File: src/rtl/assert_macros.svh
// ----------------------------------------------------------------------------
// assert_macros.svh
// Shared assertion shorthands for clk / rst based blocks.
// ----------------------------------------------------------------------------
`ifndef ASSERT_MACROS_SVH
`define ASSERT_MACROS_SVH

// Property must hold at every clock edge outside reset.
`define ASSERT_CLK(name, prop, msg) \
  name: assert property (@(posedge clk) disable iff (rst) prop) else $error(msg);

// Condition must never be true outside reset.
`define ASSERT_NEVER(name, cond, msg) \
  name: assert property (@(posedge clk) disable iff (rst) !(cond)) else $error(msg);

`endif

File: src/rtl/lpfe_pkg.sv
// ----------------------------------------------------------------------------
// lpfe_pkg
// Types and constants for the LED panel frame buffer engine.
// ----------------------------------------------------------------------------
package lpfe_pkg;

  localparam int BPL_DEFAULT = 8;
  localparam int LINES       = 16;

  localparam logic [7:0] BYTE_DARK = 8'hFF;
  localparam logic [7:0] BYTE_LIT  = 8'h00;
  localparam logic [7:0] MSB_MASK  = 8'h80;

  typedef enum logic [1:0] {
    OP_PUT    = 2'd0,
    OP_GET    = 2'd1,
    OP_SCROLL = 2'd2,
    OP_CLEAR  = 2'd3
  } op_t;

  typedef struct packed {
    op_t        operation;
    logic [5:0] x_pos;
    logic [3:0] y_pos;
    logic [2:0] first_byte;
    logic [2:0] last_byte;
    logic       lit;
  } req_t;

  typedef struct packed {
    logic pixel_lit;
    logic overflow_bit;
    logic error;
  } rsp_t;

  typedef enum logic [3:0] {
    S_INIT,   // power-up fill of the store
    S_IDLE,
    S_CLR,    // clear command fill
    S_RD,     // read byte at current column
    S_RDW,    // read data back: get / put / scroll start
    S_SRD,    // scroll: read right neighbor
    S_SWR,    // scroll: write shifted byte, advance
    S_SLAST,  // scroll: write last byte with inserted bit
    S_DONE    // hand result to output register
  } state_t;

endpackage

File: src/rtl/led_panel_framebuffer_engine.sv
// ----------------------------------------------------------------------------
// led_panel_framebuffer_engine
// Active-low monochrome LED panel frame store with pixel put/get, line
// scroll and clear, one response per request.
// ----------------------------------------------------------------------------
// One request at a time through a single-port byte RAM (registered read)
// under a small sequencer; in_stall is high from accept until the response
// is loaded into the output register, which then waits on its own.
// A request flagged with an error goes straight to the response without
// touching the store. The RAM port reads or writes one byte per cycle.
// After reset the whole store is filled with dark pixels, during which no
// request is taken.
// ----------------------------------------------------------------------------
`include "assert_macros.svh"

module led_panel_framebuffer_engine
  import lpfe_pkg::*;
#(
  parameter int BYTES_PER_LINE = BPL_DEFAULT
) (
  input  logic clk,
  input  logic rst,
  input  logic in_valid,
  output logic in_stall,
  input  req_t in_req,
  output logic out_valid,
  input  logic out_stall,
  output rsp_t out_rsp
);

  localparam int DEPTH = LINES * BYTES_PER_LINE;
  localparam int AW    = $clog2(DEPTH);
  localparam int LW    = AW - 2;   // line index: group * bytes_per_line + column
  localparam int SW    = LW + 3;

  state_t state, state_next;

  logic [7:0]    mem [DEPTH];
  logic [7:0]    rdata;
  logic          mem_we;
  logic [AW-1:0] mem_addr;
  logic [7:0]    mem_wdata;

  logic [AW-1:0] cnt;
  logic [LW-1:0] line;
  logic [LW-1:0] line_inc;
  logic [1:0]    row;
  logic [2:0]    col;
  logic [2:0]    last;
  logic [2:0]    bitpos;
  logic          lit;
  op_t           op;
  logic [7:0]    cur;
  logic [7:0]    fill;
  rsp_t          res;

  logic          accept;
  logic          sweep_end;
  logic          col_err;
  logic          span_err;
  logic          req_err;
  logic [2:0]    col_sel;
  logic [SW-1:0] base;
  logic [SW-1:0] line_sum;
  logic [7:0]    pix_mask;
  logic          out_load;

  assign accept    = (state == S_IDLE) && in_valid;
  assign in_stall  = (state != S_IDLE);
  assign sweep_end = (cnt == AW'(DEPTH - 1));
  assign line_inc  = line + LW'(1);
  assign pix_mask  = MSB_MASK >> bitpos;
  assign out_load  = (state == S_DONE) && (!out_valid || !out_stall);

  // request decode
  assign col_err  = ({3'b000, in_req.x_pos[5:3]} >= 6'(BYTES_PER_LINE));
  assign span_err = ({3'b000, in_req.last_byte} >= 6'(BYTES_PER_LINE)) ||
                    (in_req.first_byte > in_req.last_byte);
  always_comb begin
    unique case (in_req.operation)
      OP_PUT, OP_GET: req_err = col_err;
      OP_SCROLL:      req_err = span_err;
      default:        req_err = 1'b0;
    endcase
  end
  assign col_sel  = (in_req.operation == OP_SCROLL) ? in_req.first_byte
                                                    : in_req.x_pos[5:3];
  assign base     = SW'(in_req.y_pos[3:2]) * SW'(BYTES_PER_LINE);
  assign line_sum = base + SW'(col_sel);

  // next state
  always_comb begin
    state_next = state;
    unique case (state)
      S_INIT:  if (sweep_end) state_next = S_IDLE;
      S_IDLE: begin
        if (accept) begin
          if (in_req.operation == OP_CLEAR) state_next = S_CLR;
          else if (req_err)                 state_next = S_DONE;
          else                              state_next = S_RD;
        end
      end
      S_CLR:   if (sweep_end) state_next = S_DONE;
      S_RD:    state_next = S_RDW;
      S_RDW: begin
        if (op == OP_SCROLL) state_next = (col == last) ? S_SLAST : S_SRD;
        else                 state_next = S_DONE;
      end
      S_SRD:   state_next = S_SWR;
      S_SWR:   state_next = ((col + 3'd1) == last) ? S_SLAST : S_SRD;
      S_SLAST: state_next = S_DONE;
      S_DONE:  if (out_load) state_next = S_IDLE;
      default: state_next = S_IDLE;
    endcase
  end

  // RAM port control
  always_comb begin
    mem_we    = 1'b0;
    mem_addr  = {line, row};
    mem_wdata = cur;
    unique case (state)
      S_INIT, S_CLR: begin
        mem_we    = 1'b1;
        mem_addr  = cnt;
        mem_wdata = fill;
      end
      S_RDW: begin
        if (op == OP_PUT) begin
          mem_we    = 1'b1;
          mem_wdata = lit ? (rdata & ~pix_mask) : (rdata | pix_mask);
        end
      end
      S_SRD:   mem_addr = {line_inc, row};
      S_SWR: begin
        mem_we    = 1'b1;
        mem_wdata = {cur[6:0], rdata[7]};
      end
      S_SLAST: begin
        mem_we    = 1'b1;
        mem_wdata = {cur[6:0], ~lit};
      end
      default: mem_we = 1'b0;
    endcase
  end

  always_ff @(posedge clk) begin
    if (mem_we) mem[mem_addr] <= mem_wdata;
    rdata <= mem[mem_addr];
  end

  always_ff @(posedge clk) begin
    if (rst) begin
      state <= S_INIT;
      cnt   <= '0;
      fill  <= BYTE_DARK;
    end else begin
      state <= state_next;
      if (accept) begin
        cnt  <= '0;
        fill <= in_req.lit ? BYTE_LIT : BYTE_DARK;
      end else if (state == S_INIT || state == S_CLR) begin
        cnt <= cnt + AW'(1);
      end
    end
  end

  // per-request working registers
  always_ff @(posedge clk) begin
    if (accept) begin
      op        <= in_req.operation;
      line      <= line_sum[LW-1:0];
      row       <= in_req.y_pos[1:0];
      col       <= in_req.first_byte;
      last      <= in_req.last_byte;
      bitpos    <= in_req.x_pos[2:0];
      lit       <= in_req.lit;
      res       <= '{pixel_lit: 1'b0, overflow_bit: 1'b0, error: req_err};
    end else begin
      unique case (state)
        S_RDW: begin
          if (op == OP_GET) res.pixel_lit <= ~|(rdata & pix_mask);
          if (op == OP_SCROLL) begin
            cur              <= rdata;
            res.overflow_bit <= rdata[7];
          end
        end
        S_SWR: begin
          cur  <= rdata;
          line <= line_inc;
          col  <= col + 3'd1;
        end
        default: cur <= cur;
      endcase
    end
  end

  // output register
  always_ff @(posedge clk) begin
    if (rst) begin
      out_valid <= 1'b0;
    end else if (out_load) begin
      out_valid <= 1'b1;
    end else if (!out_stall) begin
      out_valid <= 1'b0;
    end
  end

  always_ff @(posedge clk) begin
    if (out_load) out_rsp <= res;
  end

  `ASSERT_NEVER(a_err_clean, out_valid && out_rsp.error && (out_rsp.pixel_lit || out_rsp.overflow_bit), "error response carries data")
  `ASSERT_NEVER(a_one_result, out_valid && out_rsp.pixel_lit && out_rsp.overflow_bit, "get and scroll results both set")
  `ASSERT_CLK(a_accept_busy, (in_valid && !in_stall) |=> (state != S_IDLE), "request accepted but sequencer idle")
  `ASSERT_NEVER(a_idle_write, mem_we && (state == S_IDLE || state == S_DONE || state == S_RD), "store written outside a write step")

endmodule
File: config.mk
export PLATFORM = sky130hd
export DESIGN_NAME = led_panel_framebuffer_engine
export DESIGN_NICKNAME = d
export VERILOG_FILES = /design/src/rtl/lpfe_pkg.sv /design/src/rtl/led_panel_framebuffer_engine.sv
export VERILOG_INCLUDE_DIRS = /design/src /design/src/rtl
export SDC_FILE = /design/constraint.sdc
export NUM_CORES = 1
export LEC_CHECK = 0
export CAP_MARGIN = 20
export CORE_UTILIZATION = 59
export CTS_BUF_LIST = sky130_fd_sc_hd__clkbuf_16
export CTS_CLUSTER_DIAMETER = 30
export DETAILED_ROUTE_END_ITERATION = 7
export DONT_BUFFER_PORTS = 1
export PLACE_DENSITY = 0.71
export RECOVER_POWER = 50
export REMOVE_ABC_BUFFERS = 1
export SYNTH_ARGS = -nofsm -noshare
export SYNTH_HDL_FRONTEND = slang
export SYNTH_SLANG_ARGS = --single-unit
File: constraint.sdc
create_clock -name clk -period 9.7 [get_ports clk]
set_clock_uncertainty 0.1 [all_clocks]
set_input_delay 0.97 -clock clk [delete_from_list [all_inputs] [get_ports clk]]
set_output_delay 0.97 -clock clk [all_outputs]
set_load 0.01 [all_outputs]
# After elaboration in Yosys (flattened, before gate mapping)
# Memories as Yosys holds them, arrays and structs flattened. A register that Yosys moved wholly into a read port is not among the register bits.
# Index checks and enable logic that the tools add are counted.
[word_totals]
regBits = 53
mem_bits_rw = 1024
inputBits = 23
output_inout_bits = 5
word_cells = 101
n_memories = 1
[memory_table]
columns = ["name", "words", "width", "read_ports", "rd_ports_with_merged_regs", "wr", "line", "rtl"]
rows = [
  ["mem", 128, 8, 1, 1, 1, "led_panel_framebuffer_engine.sv:38", "logic [7:0] mem [DEPTH];"],
]
[classes]
n_addsub = 4
n_lt_le_gt_ge = 1
eq_ne = 22
n_shift = 1
muxes = 29
bitwise_logic = 6
reduce_logical = 19
[ops]
columns = ["cell", "count"]
rows = [
  ["one-hot mux 4 bit (9 select lines)", 1],
  ["2-to-1 mux 8 bit", 4],
  ["one-hot mux 8 bit (4 select lines)", 1],
  ["2-to-1 mux 4 bit", 7],
  ["bitwise AND 8 bit", 2],
  ["equality test 4 x 3 -> 1 bit, second input constant", 4],
  ["one-hot mux 8 bit (2 select lines)", 1],
  ["one-hot mux 7 bit (2 select lines)", 1],
  ["2-to-1 mux 5 bit", 2],
  ["inequality test 2 bit, second input constant", 5],
  ["2-to-1 mux 3 bit", 3],
  ["equality test 4 x 2 -> 1 bit, second input constant", 2],
  ["NOT 8 bit", 1],
  ["OR 8 bit", 1],
  ["OR reduction 8 bit", 1],
  ["right shift 8 x 3 -> 8 bit, first input constant", 1],
  ["adder 7 x 1 -> 7 bit, second input constant", 1],
  ["equality test 7 bit, second input constant", 1],
  ["equality test 2 bit, second input constant", 3],
  ["equality test 3 bit", 2],
  ["2-to-1 mux 1 bit", 6],
  ["adder 5 x 1 -> 5 bit, second input constant", 1],
  ["adder 5 x 3 -> 5 bit", 1],
  ["equality test 4 x 1 -> 1 bit, second input constant", 1],
  ["20 further kinds", 29],
]

# Depth between registers and ports, before layout
# Gate-level depths: netlist of run 1.
[depth]
depth_word = 6
mapped_depth = 12
depth_no_buf = 9

# Least setup slack after synthesis of run 1
# Ideal clock, no wire load.
[synth_timing]
path_kind = "register to register"
startpoint = "reg state[3]"
endpoint = "mem mem[0][0], data pin"
setup_time_ps = 890
arrival_ps = 5327
required_ps = 8710
setup_slack_ps = 3383
path_stages_with_launch = 9
path_buffers = 1
period_less_slack_ps = 6317
path_cell_list = "dfxtp_1 -> clkbuf_1 -> nor3_1 -> nor3_1 -> a21o_1 -> a21oi_1 -> a21oi_1 -> nor2_1 -> a21oi_1"
[synth_between]
elab_chain_cells = 3
elab_cells_between_ends = 7
cone_classes = "eq/ne: 4; mux: 1; reduce/logical: 2"
[synth_rtl]
columns = ["element", "line", "rtl"]
rows = [
  ["start, declared", "led_panel_framebuffer_engine.sv:36", "state_t state, state_next;"],
  ["start signal, assigned", "led_panel_framebuffer_engine.sv:158", "state <= state_next;"],
  ["equality test 4 x 2 -> 1 bit or logical NOT 4 bit (tied branches)", "led_panel_framebuffer_engine.sv:122", "unique case (state)"],
  ["OR reduction 2 bit", "led_panel_framebuffer_engine.sv:122", ""],
  ["one-hot mux 8 bit (4 select lines) *", "led_panel_framebuffer_engine.sv:122", ""],
  ["net mem_wdata[0]", "led_panel_framebuffer_engine.sv:42", "logic [7:0] mem_wdata;"],
  ["end, declared", "led_panel_framebuffer_engine.sv:38", ""],
]
# Mark *: on every way through the listed nets, which the timed path passes. The rest lies on a longest branch.

# Worst setup path after layout of run 1
[layout_timing]
startpoint = "reg state[0]"
endpoint = "mem mem[58][6], data pin"
# Same word-level chain as after synthesis.

==> out/metrics.csv, run 1 <==
stage;metric;value;unit
placed_design;IO buf count;0;
routing;DR iter-0 viols;3534;
yosys;synthesized flop and latch total;1078;
routing;antenna viol nets, final;0;
yosys;EDFF count, synth;1055;
yosys;Seq/Total Area, Yosys;0.781;
clock_network;CTS buffer count;170;
hold_path;worst hold start;rst;
finish;NumNets Final;2682;
global_route;largest net degree at the start of global routing;178;
die;area of the core;68800;sq um
worst_setup_path;crit path launch;state[0];
worst_setup_path;Crit Path Max Fanout;68;
clock_network;CTS Root Buffer Type;clkbuf_16;
clock_network;Clock transition at path regs;0.05;ns
global_route;first-pass GRT wire length;157;mm
sta;f_max;140;MHz
status;failing checks;capacitance limit, slew limit;
global_route;GRT met3 Usage;0.0665;
worst_setup_path;CP peak stage delay;1.72;ns
sta;setup TNS;0;ns
worst_setup_path;critical path buffer and inverter count;2;
yosys;Post-Synthesis Cells;2615;
finish;multi-input logic area;8280;sq um
clock_network;Hold Buf Count CTS;0;
placed_design;pre-CTS setup slack;4.66;ns
worst_setup_path;cell family with most CP delay;compound AO/OA/AOI/OAI gates;
run;MaxCap Viol Count;15;
worst_setup_path;Critical Path RT;10.03;ns
clock_network;Clock Latency Late Sink;0.75;ns
clock_network;Post-CTS Setup Inserts;0;
clock_network;clock buffer depth;3;
finish;Area Overhead vs Synth;16.1;%
sta;max-slew headroom at the worst pin;-1.64;
finish;Reg area;32100;sq um
routing;Via Count;25300;
yosys;post-synth cell types;55;
sta;fin crit share;0.736;
yosys;synth warn;0;
finish;share of cells above drive strength 1;0.124;
finish;Finished Cell Area;47800;sq um
routing;WL/cell;28.2;um
sta;Final setup viols;0;
routing;Remaining DRCs;0;
worst_setup_path;Setup crit start kind;register;
global_route;met1 usage;0.418;
sta;setup ws final;2.56;ns
routing;Final Routed Wirelength;105;mm
yosys;Post-synth top flop;edfxtp_1;
clock_network;H-tree levels;4;
power;overall power;11800;uW
routing;DR pass1 iterations;6;
global_route;grt total ovfl;0;
die;Initial Util;0.598;
global_route;vias in the first global route;24800;
sta;final critical-path required period;7.14;ns
global_route;initial antenna violation count;0;
global_route;Top Usage Layer GRT;met2;
worst_setup_path;critical-path cell list;nor3_1, nor3_1, a21o_1, a21oi_1, a21oi_1, nor2_1, a21oi_1, clkbuf_1, buf_4;
finish;Layout Cells excl Fill;3731;
worst_setup_path;Worst setup EP type;register;
die;Chip Width;266;um
clock_network;CTS tree;yes;
yosys;FFs w/ async S/R, synth;0;
worst_setup_path;critical path type;register to register;
clock_network;Post-CTS Resized;0;
worst_setup_path;most frequent CP cell;a21oi_1;
sta;Final Max Tran Viols;534;
die;die height;266;um
worst_setup_path;Worst Path Arrival;7.47;ns
global_route;met2 Use GR;0.470;
placed_design;post-DP HPWL;57.9;mm
power;Leakage;0.0149;uW
sta;RSZ-0062 raised after global routing;no;
worst_setup_path;slowest cell on the critical path;a21oi_1;
finish;FILL cells;4290;
yosys;Synth Area per Inst;15.7;sq um
die;I/O pin cnt;28;
global_route;gr usage total;0.302;
finish;commonest non-fill, non-tap cell in the layout;edfxtp_1;
power;Worst IR Drop VDD;0.000151;V
clock_network;Sink Count;1078;
placed_design;dpl cells;3411;
routing;DR vias/cell;6.79;
yosys;Post-Syn Area;41200;sq um
placed_design;Placer Congestion;0.915;
sta;Tightest Pin Transition;3.97;ns
die;full die area;70800;sq um
power;Power Dens Cells;246;nW/um^2
worst_setup_path;Reg-to-Reg Start;state[0];
placed_design;area of placed instances;42000;sq um
status;outcome;finished with violations;
hold_path;Hold WC Path Type;primary input to register;
die;# rows;96;
finish;commonest cells after routing, fill and taps aside;1055 x edfxtp_1, 488 x a22oi_1, 374 x nand3_1, 181 x nor2_1, 178 x clkbuf_16;
sta;Hold Vio Cnt, Final;0;
[final timing paths]
kind | depth (start not counted) | slack [ns] | end
worst max-delay path | 9 | 2.56 | mem[58][6]
worst min-delay path | 1 | 0.19 | out_valid
worst max register to register | 9 | 2.56 | mem[58][6]
worst min register to register | 0 | 0.33 | out_rsp[0]
[synthesized netlist by cell type (2+ instances only)]
cell type,instances,area (sq um)
nor4_1,2,12.5
a32o_1,2,20.0
buf_1,26,97.6
nor3_1,9,45.0
a22oi_1,488,3660
nand4_1,32,200
nand4b_1,2,17.5
inv_1,8,30.0
nand3_1,378,1890
edfxtp_1,1055,31700
mux2_2,5,56.3
xnor2_1,6,52.6
nand2b_1,7,43.8
nand3b_1,2,15.0
a211oi_1,3,22.5
clkbuf_1,61,229
xor2_1,6,52.6
a221o_1,2,20.0
nor2_1,185,694
ha_1,6,75.1
nor2b_1,8,50.1
mux2i_4,3,67.6
a221oi_1,6,52.6
or2_2,2,12.5
a41oi_1,3,26.3
dfxtp_1,23,460
a21oi_1,53,265
and3_1,3,18.8
buf_2,83,415
a222oi_1,12,120
nor4b_1,2,17.5
o22ai_1,15,93.8
a31o_2,2,17.5
nand2_1,56,210
buf_4,6,45.0
mux2i_1,3,30.0
o21ai_0,19,95.1
a31oi_1,10,62.6
a211o_1,3,26.3
or3_1,3,18.8
[flip-flops by register name, indices dropped and copies added, names as in the netlist, 2 cells and up]
name     cells
op           2
row          2
last         3
cnt          7
mem       1024
out_rsp      3
cur          8
col          3
state        4
line         5
res          3
rdata        8
bitpos       3
[final cells by class]
class	instances	share of cell area
Sequential cell	1078	0.673
Multi-Input combinational cell	1352	0.173
Clock buffer	178	0.0932
Clock inverter	139	0.0295
Tap cell	931	0.0244
Timing Repair Buffer	43	0.00641
Inverter	8	0.000628
Antenna cell	2	0.000105
[per-layer routing]
metal,wire length (um),vias to the layer above
li1,-,10700
met1,40400,12600
met2,50000,1744
met3,11300,252
met4,3460,0
met5,0,-
[stage by stage]
step,util,hold WS (ns)
after CTS,0.696,0.172
after floorplan,-,0.300
after global routing,0.694,0.179
final,0.694,0.194
after detailed placement,0.611,0.318
after global placement,0.611,0.303
[worst register-to-register path, cell delays in order (launching register included)]
cell and delay (ns):
dfxtp_1 0.72, nor3_1 0.42, nor3_1 0.83, a21o_1 0.28
a21oi_1 0.12, a21oi_1 0.22, nor2_1 0.08, a21oi_1 1.72
clkbuf_1 1.42, buf_4 0.90
[report_power, final]
part	switching [uW]	internal [uW]	total [uW]
logic	405	158	562
registers	18.1	5060	5080
clock network	2240	3880	6110
[kinds of logic (layout without fill, tap and decap cells)]
kind of cell / after synthesis / after routing / share of synthesized area
XOR/XNOR: 12 / 12 / 0.00255
AO/OA/AOI/OAI: 626 / 626 / 0.111
flip-flops: 1078 / 1078 / 0.781
other: 0 / 2 / 0
buffers and inverters: 185 / 368 / 0.0201
multiplexers: 12 / 12 / 0.00410
AND/OR/NAND/NOR: 696 / 696 / 0.0801
adder cells (fa/ha/maj): 6 / 6 / 0.00182
(Power assumes the default switching activity.)
==> run 2, diff against run 1 <==
--- a/config.mk
+++ b/config.mk
@@ -7,7 +7,7 @@
 export NUM_CORES = 1
 export LEC_CHECK = 0
 export CAP_MARGIN = 20
-export CORE_UTILIZATION = 59
+export CORE_UTILIZATION = 57
 export CTS_BUF_LIST = sky130_fd_sc_hd__clkbuf_16
 export CTS_CLUSTER_DIAMETER = 30
 export DETAILED_ROUTE_END_ITERATION = 7
==> constraint.sdc (replaced) <==
create_clock -name clk -period 6.05 [get_ports clk]
set_clock_uncertainty 0.1 [all_clocks]
set_input_delay 0.605 -clock clk [delete_from_list [all_inputs] [get_ports clk]]
set_output_delay 0.605 -clock clk [all_outputs]
set_load 0.01 [all_outputs]
==> out/metrics.csv, run 2 (synthesis gave the netlist of run 1 again) <==
stage;metric;value;unit
global_route;grt total ovfl;0;
die;Chip Width;271;um
clock_network;Sink Count;1078;
worst_setup_path;most frequent CP cell;nor3_1;
finish;max FFs per register;1024;
status;failing checks;capacitance limit, slew limit;
clock_network;clock buffer depth;3;
power;internal power;14400;uW
sta;final critical-path required period;5.19;ns
placed_design;pre-CTS setup slack;1.68;ns
finish;commonest non-fill, non-tap cell in the layout;edfxtp_1;
clock_network;Clock Latency Late Sink;0.76;ns
worst_setup_path;slowest cell on the critical path;nor3_1;
sta;Tightest Pin Transition;1.90;ns
power;Leakage;0.0150;uW
die;die height;271;um
routing;antenna viol nets, final;0;
finish;top flop regs;mem: 1024 flops, cur: 8 flops, rdata: 8 flops;
finish;share of cells above drive strength 1;0.125;
routing;Via Count;25200;
global_route;largest net degree at the start of global routing;194;
clock_network;CTS tree;yes;
worst_setup_path;Critical Path RT;6.31;ns
sta;Final Max Tran Viols;111;
finish;commonest cells after routing, fill and taps aside;1055 x edfxtp_1, 488 x a22oi_1, 378 x nand3_1, 183 x nor2_1, 167 x clkbuf_16;
power;Clock power frac;0.514;
die;area of the core;71500;sq um
power;Sequential Power Share;0.437;
placed_design;Placer Congestion;0.910;
clock_network;CTS buffer count;166;
worst_setup_path;R2R setup slack;0.86;ns
power;Worst IR Drop VDD;0.000300;V
power;Power Dens Cells;387;nW/um^2
power;Logic pwr share;0.049;
status;outcome;finished with violations;
hold_path;Hold WC Path Type;primary input to register;
die;full die area;73300;sq um
routing;Final Routed Wirelength;104;mm
placed_design;IO buf count;0;
worst_setup_path;Worst setup EP type;register;
routing;DR vias/cell;6.68;
finish;FILL cells;4577;
routing;WL/cell;27.5;um
finish;NumNets Final;2705;
routing;DR iter-0 viols;3497;
sta;setup ws final;0.863;ns
finish;post-layout util;0.671;
global_route;gr usage total;0.284;
worst_setup_path;critical-path cell list;nor3_1, nor3_1, nor2_4, nand3_1, clkbuf_1, nor2_1;
global_route;first-pass GRT wire length;155;mm
die;I/O pin cnt;28;
sta;fin crit share;0.857;
routing;Remaining DRCs;0;
sta;Final setup viols;0;
finish;largest reg by FF count;mem;
clock_network;CTS Root Buffer Type;clkbuf_16;
routing;DR pass1 iterations;7;
worst_setup_path;Worst Path Arrival;5.45;ns
global_route;vias in the first global route;24600;
sta;f_max;193;MHz
clock_network;Post-CTS Setup Inserts;0;
sta;max-slew headroom at the worst pin;-0.267;
worst_setup_path;Setup crit start kind;register;
clock_network;Clock transition at path regs;0.05;ns
power;switching share of power;0.227;
sta;RSZ-0062 raised after global routing;no;
clock_network;H-tree levels;4;
worst_setup_path;Crit Path Max Fanout;22;
worst_setup_path;CP peak stage delay;1.42;ns
run;MaxCap Viol Count;6;
die;Initial Util;0.576;
clock_network;Hold Buf Count CTS;17;
power;switching power;4220;uW
clock_network;Post-CTS Resized;0;
placed_design;post-DP HPWL;57.6;mm
global_route;initial antenna violation count;1;
sta;Hold Vio Cnt, Final;0;
finish;Area Overhead vs Synth;16.6;%
worst_setup_path;critical path type;register to register;
die;# rows;98;
sta;Hold WS;0.0274;ns
-- run 2: area by class of cell --
class                           count  area [sq um]  area share
Antenna cell                        1          2.50   0.0000521
Multi-Input combinational cell   1352          8280       0.173
Timing Repair Buffer               70           629      0.0131
Clock buffer                      167          4180      0.0871
Tap cell                          950          1190      0.0248
Sequential cell                  1078         32100       0.670
Clock inverter                    141          1540      0.0320
Inverter                            8          30.0    0.000626
-- run 2: per-stage QoR --
stage	TNS [ns]	cell area (sq um)	std cells	total power [uW]
6_report	0	48000	3767	18600
2_1_floorplan	-1726.49	40400	2438	8830
4_1_cts	0	48100	3765	18600
3_5_place_dp	0	42200	3440	9140
5_1_grt	0	48000	3767	19000
3_3_place_gp	0	42200	3440	9120
-- run 2: per-layer routing --
metal  part of all wire  track usage  wire [um]
met1               0.39        0.393      40400
met2               0.47        0.441      49000
met3               0.10       0.0675      10900
met4              0.033        0.108       3450
met5                  0            0          0
-- run 2: worst paths after layout --
path / start / endpoint / depth (start not counted)
setup / recovery: state[0] / mem[119][4] / 6
hold / removal: in_req[0] / fill[6] / 2
setup reg to reg: state[0] / mem[119][4] / 6
hold reg to reg: res[0] / out_rsp[0] / 0
-- run 2: power by group through the flow --
stage / registers [uW] / clock network [uW] / logic, uW
global placement: 8270 / 0 / 849
CTS: 8130 / 9620 / 885
global route: 8120 / 9960 / 958
detailed placement: 8270 / 0 / 863
floorplan: 8270 / 0 / 561
finish: 8130 / 9560 / 908
-- run 2: critical path, delay by kind of cell (launching register included) --
kind,cells,cell delay (ns)
and+or+nand+nor,5,3.49
DFF,1,0.51
buffers and inverters,1,0.66
